[src/hw/rtl/y2r_pkg.sv]
// ----------------------------------------------------------------------------
// y2r_pkg
// Shared widths, register indexes and conversion constants for the YUV 4:2:0
// to RGB converter.
// ----------------------------------------------------------------------------
`default_nettype none

package y2r_pkg;

    localparam int CHAN_W      = 8;
    localparam int CHROMA_S_W  = 9;
    localparam int PAIRS_REG_W = 11;
    localparam int ROWS_REG_W  = 13;
    localparam int CFG_DATA_W  = 13;
    localparam int CFG_INDEX_W = 1;
    localparam int SUM_W       = 19;

    localparam logic [PAIRS_REG_W-1:0] PAIRS_RESET = 11'd320;
    localparam logic [ROWS_REG_W-1:0]  ROWS_RESET  = 13'd480;

    // Chroma offset and 8.8 fixed-point coefficients.
    localparam logic signed [CHROMA_S_W-1:0] CHROMA_OFFSET = 9'sd128;
    localparam logic signed [SUM_W-1:0]      COEF_RV       = 19'sd359;
    localparam logic signed [SUM_W-1:0]      COEF_GU       = 19'sd88;
    localparam logic signed [SUM_W-1:0]      COEF_GV       = 19'sd183;
    localparam logic signed [SUM_W-1:0]      COEF_BU       = 19'sd454;
    localparam logic [CHAN_W-1:0]            CHAN_MAX      = 8'd255;

    typedef enum logic [CFG_INDEX_W-1:0] {
        REG_PAIRS_PER_ROW  = 1'b0,
        REG_ROWS_PER_FRAME = 1'b1
    } cfg_reg_t;

    typedef logic [CHAN_W-1:0]                chan_t;
    typedef logic signed [CHROMA_S_W-1:0]     chroma_s_t;

endpackage

`default_nettype wire

[src/hw/rtl/y2r_pixel.sv]
// ----------------------------------------------------------------------------
// y2r_pixel
// Converts one luma sample with centered chroma to a clamped RGB triple.
// ----------------------------------------------------------------------------
`default_nettype none

module y2r_pixel
(
    input  wire  y2r_pkg::chan_t     luma,
    input  wire  y2r_pkg::chroma_s_t u,
    input  wire  y2r_pkg::chroma_s_t v,
    output logic [7:0]               red,
    output logic [7:0]               green,
    output logic [7:0]               blue
);

    logic signed [y2r_pkg::SUM_W-1:0] yy;
    logic signed [y2r_pkg::SUM_W-1:0] u_ext;
    logic signed [y2r_pkg::SUM_W-1:0] v_ext;
    logic signed [y2r_pkg::SUM_W-1:0] r_sum;
    logic signed [y2r_pkg::SUM_W-1:0] g_sum;
    logic signed [y2r_pkg::SUM_W-1:0] b_sum;

    // Floor division by 256 and saturation to the 8-bit range.
    function automatic y2r_pkg::chan_t clamp_channel(input logic signed [18:0] s);
        logic signed [10:0] q;
        q = s[18:8];
        if (q < 11'sd0)
        begin
            return '0;
        end
        else if (q > 11'sd255)
        begin
            return y2r_pkg::CHAN_MAX;
        end
        else
        begin
            return q[7:0];
        end
    endfunction

    assign yy    = signed'({3'b000, luma, 8'b0000_0000});
    assign u_ext = y2r_pkg::SUM_W'(u);
    assign v_ext = y2r_pkg::SUM_W'(v);

    assign r_sum = yy + v_ext * y2r_pkg::COEF_RV;
    assign g_sum = yy - (u_ext * y2r_pkg::COEF_GU + v_ext * y2r_pkg::COEF_GV);
    assign b_sum = yy + u_ext * y2r_pkg::COEF_BU;

    assign red   = clamp_channel(r_sum);
    assign green = clamp_channel(g_sum);
    assign blue  = clamp_channel(b_sum);

endmodule

`default_nettype wire

[config.mk]
export PLATFORM = sky130hd
export DESIGN_NAME = y2r_pixel
export DESIGN_NICKNAME = d
export VERILOG_FILES = /design/src/hw/rtl/y2r_pkg.sv /design/src/hw/rtl/y2r_pixel.sv
export SDC_FILE = /design/constraint.sdc
export NUM_CORES = 1
export LEC_CHECK = 0
export ABC_CLOCK_PERIOD_IN_PS = 29800
export BUFFER_PORTS_ARGS = -buffer_cell sky130_fd_sc_hd__buf_2
export CORE_UTILIZATION = 40
export DETAILED_ROUTE_END_ITERATION = 10
export SYNTH_ARGS = -nofsm -noshare
export SYNTH_HDL_FRONTEND = slang
export SYNTH_SLANG_ARGS = --single-unit
[constraint.sdc]
create_clock -name vclk -period 29.8
set_input_delay 5.96 -clock vclk [all_inputs]
set_output_delay 5.96 -clock vclk [all_outputs]
set_load 0.05 [all_outputs]
==> flow_summary_export.csv, run 1 <==
group,metric,value,unit
run_status,status,"finished clean",
final_layout,drive_above_1_share,8.72,%
sta,finalHoldViolations,0,
yosys,synth_top_area_cell,"ha_1",
critical_path,crit_fanout,8,
final_layout,nFlopsAndLatches,0,
yosys,synth_commonest_cells,"inv_1 (207), ha_1 (172), fa_1 (103)",
yosys,synth_most_common_cell,"inv_1",
final_layout,nets,1094,
yosys,synthCells,744,
place,place.gp.congestion,0.837,
place,portBuffers,50,
sta,worst_slack,11.26,ns
final_layout,clock_buffers,0,
clock_network,cts_setup_buffers,0,
sta,drv_slew,0,
global_routing,grt_max_degree,20,
global_routing,grt_pass1_wl,23.3,mm
routing,vias,4879,
critical_path,cp.arrival,12.58,ns
routing,wl_per_cell,13.4,um
global_routing,antenna_found_initial,0,
yosys,ys_top_cells_by_area,"ha_1 (32%), fa_1 (31%), inv_1 (11%)",
flow_run,maxCapViolations,0,
yosys,synth_top_area_share,31.8,%
clock_network,post_cts_resize_count,0,
place,hpwl,12.6,mm
final_layout,fillCellCount,1631,
yosys,yosys_warnings,0,
sta,hold_ws,12.58,ns
final_layout,final_area,0.00727,mm^2
final_layout,seq_area,0,um^2
yosys,netlist_area,0.00676,mm^2
sta,max_freq,53.9,MHz
yosys,syn_area_per_cell,9.09,um^2
global_routing,grt_pass1_vias,5000,
yosys,syn_nets,1045,
sta,tightestPinTransition,0.758,ns
floorplan,ioPinCount,50,
routing,viasPerCell,4.83,
floorplan,start_util,40.9,%
final_layout,area_delta_synth_final,7.61,%
min_path,min_path_cells,4,
floorplan,die-area,0.0174,mm^2
sta,fin_setup_tns,0,ns
floorplan,std_cell_rows,47,
critical_path,cp.required,23.84,ns
routing,wirelength,13.5,mm
place,dpl_cell_area,0.00727,mm^2
clock_network,cts_hold_buf,0,
sta,min_period,18.54,ns
critical_path,path_class,"input pin to primary output",
final_layout,antenna_cells,0,
critical_path,start_kind,"input pin",
floorplan,core,0.0165,mm^2
routing,dr.pass1.iters,4,
sta,setup_viol,0,
routing,ant_nets,0,
floorplan,die_h,132,um
critical_path,cp-end-kind,"primary output",
sta,rsz0062_at_grt,"no",
place,pre_cts_slack,11.27,ns
yosys,netlist-cell-type-count,54,
min_path,hold_class,"input pin to primary output",
sta,post-route-period-util,62.2,%
floorplan,die_w,132,um
routing,route.detailed.drc,0,
routing,drt_iter0_drc,106,
yosys,yosysSeqAreaShare,0,%
global_routing,grt_usage,16.4,%
global_routing,grt_overflow,0,
sta,max_slew_margin,49.1,%
kinds of logic after synthesis:
family / count (synthesis) / synth area share (%)
adders and majority gates: 275 / 62.3
buffers and inverters: 210 / 11.7
AOI/OAI and AO/OA: 113 / 12.2
and+or+nand+nor: 94 / 6.96
xor gates and xnor gates: 51 / 6.72
muxes: 1 / 0.148
layer usage:
metal	share of wire (%)	vias to the layer above	track usage, %
met1	46	2384	21.3
met5	0	-	0
met2	52	31	32.0
met3	1.6	2	0.0384
met4	0.31	0	0.452
li1	-	2462	-
placed cells by master (no fill, tap or decap), drive strengths merged, types with 6 or more instances in the layout:
master and count:
a21o 8, a21oi 25, a31oi 8, buf 50, fa 103, ha 172
inv 207, nand2 17, nand3 6, nor2 30, nor2b 8, nor3 8
o21a 35, o21ai 12, xnor2 31, xor2 20
path summary, 6_finish.rpt:
check     from        to  slack [ns]
max       u[3]  green[7]       11.26
min    luma[0]   blue[0]       12.58
stage by stage:
stage          instances  util, %
2_1_floorplan        744        -
3_3_place_gp        1011     44.0
3_5_place_dp        1011     44.0
4_1_cts             1011     44.0
5_1_grt             1011     44.0
6_report            1011     44.0
worst max-delay path, stage by stage:
cell,delay [ns]
buf_2,0.14
ha_1,0.28
inv_1,0.05
fa_1,0.49
inv_1,0.04
ha_1,0.32
nor2b_1,0.14
o21ai_0,0.18
a21boi_0,0.14
o21ai_0,0.17
nand2b_1,0.10
a21o_1,0.18
a21o_1,0.19
xor2_1,0.14
ha_1,0.32
fa_1,0.51
fa_1,0.51
fa_1,0.54
inv_1,0.04
ha_1,0.20
or3_1,0.38
o221a_2,0.25
or2_2,0.29
a31oi_1,0.54
o21a_1,0.22
buf_2,0.25
layout make-up:
type	count	area, um^2	share of cell area [%]
well taps	220	275	3.78
multi-input cells	534	5970	82.1
repair buffers	50	250	3.44
inverters	207	777	10.7
Power of run 1 is left out: the tool's default activity adds up to more than one toggle a clock period on the data nets, which glitch-free logic cannot reach.
==> inputs of run 2 (changes only) <==
--- a/config.mk
+++ b/config.mk
@@ -5,7 +5,8 @@
 export SDC_FILE = /design/constraint.sdc
 export NUM_CORES = 1
 export LEC_CHECK = 0
-export ABC_CLOCK_PERIOD_IN_PS = 29800
+export ABC_AREA = 1
+export ABC_CLOCK_PERIOD_IN_PS = 18240
 export BUFFER_PORTS_ARGS = -buffer_cell sky130_fd_sc_hd__buf_2
 export CORE_UTILIZATION = 40
 export DETAILED_ROUTE_END_ITERATION = 10
==> constraint.sdc (replaced) <==
create_clock -name vclk -period 18.24
set_input_delay 3.648 -clock vclk [all_inputs]
set_output_delay 3.648 -clock vclk [all_outputs]
set_load 0.05 [all_outputs]
==> run 2 against run 1 <==
Against the previous run:
- wire length rose by 28%
- final cell count up 30%
- design area up 13%
- hold slack worse by 4.5 ns
- core utilization is 0.25 points lower
- synthesized cell count up 38%
- largest cell class unchanged
- highest routed layer unchanged
==> flow_summary_export.csv, run 2 <==
group,metric,value,unit
run_status,status,"finished clean",
place,place.gp.congestion,0.878,
sta,worst_slack,5.13,ns
flow_run,maxCapViolations,0,
global_routing,grt_overflow,0,
sta,rsz0062_at_grt,"no",
sta,hold_ws,8.10,ns
sta,setup_viol,0,
critical_path,slowest_delay,0.55,ns
yosys,yosys_warnings,0,
floorplan,die_h,140,um
yosys,synth_most_common_cell,"inv_1",
sta,max_freq,76.3,MHz
place,dp_cells,1311,
critical_path,cp.arrival,9.46,ns
clock_network,cts_setup_buffers,0,
min_path,min_to,"blue[0]",
routing,vias,6242,
floorplan,core,0.0187,mm^2
yosys,ys_top_cells_by_area,"ha_1 (28%), fa_1 (27%), inv_1 (14%)",
yosys,syn_area_per_cell,7.44,um^2
final_layout,final_common_cell,"inv_1",
final_layout,nFlopsAndLatches,0,
place,hpwl,16.1,mm
final_layout,area_delta_synth_final,6.98,%
sta,fin_setup_tns,0,ns
floorplan,start_util,40.9,%
min_path,min_path_cells,7,
routing,drt_iter0_drc,266,
routing,route.detailed.drc,0,
min_path,min_from,"luma[0]",
final_layout,seq_area,0,um^2
yosys,synth_top_area_share,28.1,%
routing,ant_nets,0,
yosys,synth_commonest_cells,"inv_1 (276), nand2_1 (190), ha_1 (172)",
critical_path,cpLargestDelayFamily,"adder cells",
final_layout,nets,1380,
critical_path,cp_slowest_cell,"fa_1",
sta,post-route-period-util,71.9,%
floorplan,die-area,0.0197,mm^2
global_routing,gr-max-usage-layer,"met2",
global_routing,grt_pass1_vias,6142,
global_routing,use_met2,32.7,%
yosys,synthCells,1029,
sta,drv_slew,0,
global_routing,grt_use_met1,25.9,%
critical_path,crit_fanout,8,
clock_network,cts_hold_buf,0,
sta,max_slew_margin,66.7,%
sta,tightestPinTransition,0.499,ns
clock_network,post_cts_resize_count,0,
critical_path,start_kind,"input pin",
yosys,netlist_area,0.00765,mm^2
yosys,netlist-cell-type-count,30,
floorplan,die_w,140,um
critical_path,critPathBufInv,6,
final_layout,clock_buffers,0,
min_path,hold_class,"input pin to primary output",
final_layout,layoutNonFillerInstCount,1311,
place,portBuffers,50,
floorplan,std_cell_rows,50,
critical_path,cp-end-kind,"primary output",
global_routing,use_met3,0.581,%
global_routing,grt_usage,18.3,%
final_layout,antenna_cells,0,
routing,wl_per_cell,13.2,um
sta,min_period,13.11,ns
final_layout,drive_above_1_share,6.31,%
yosys,synth_top_area_cell,"ha_1",
global_routing,grt_max_degree,19,
routing,viasPerCell,4.76,
global_routing,grt_pass1_wl,29.3,mm
floorplan,ioPinCount,50,
yosys,syn_nets,1330,
routing,wirelength,17.3,mm
place,pre_cts_slack,5.15,ns
final_layout,layout_common_cells,"inv_1 (276), nand2_1 (190), ha_1 (172)",
sta,finalHoldViolations,0,
critical_path,cp.required,14.59,ns
critical_path,path_class,"input pin to primary output",
routing,dr.pass1.iters,4,
global_routing,antenna_found_initial,0,
yosys,yosysSeqAreaShare,0,%
-- run 2: final cells by class --
type	count	area [um^2]
well taps	234	293
fillers	1938	10500
multi-input cells	749	6600
repair buffers	50	250
inverters	278	1040
-- run 2: logic make-up (layout without fill, tap and decap cells) --
| logic type | count (synthesis) | in the layout | share of synthesized area, % |
|---|---|---|---|
| xor gates and xnor gates | 52 | 52 | 6.05 |
| and+or+nand+nor | 323 | 323 | 18.4 |
| adders and majority gates | 275 | 275 | 55.1 |
| AOI/OAI and AO/OA | 99 | 99 | 6.77 |
| buffers and inverters | 280 | 328 | 13.7 |
-- run 2: worst max path at each step --
stage	start	to	slack [ns]	cells past startpoint
finish	u[3]	green[3]	5.13	28
global route	u[3]	green[2]	4.52	28
CTS	u[3]	green[3]	5.14	28
detailed placement	u[3]	green[3]	5.15	28
global placement	u[3]	green[7]	5.26	28
floorplan	u[1]	green[5]	5.75	26
-- run 2: routing by layer --
layer / share of wire, % / vias to the layer above
li1: - / 3265
met3: 1.6 / 2
met5: 0 / -
met4: 0.092 / 0
met1: 51 / 2922
met2: 47 / 53
-- run 2: stage by stage --
stage          util [%]  instance area (um^2)
4_1_cts            43.8                  8190
6_report           43.8                  8190
2_1_floorplan         -                  7650
5_1_grt            43.8                  8190
3_3_place_gp       43.8                  8190
3_5_place_dp       43.8                  8190
Power of run 2 is left out for the same reason.
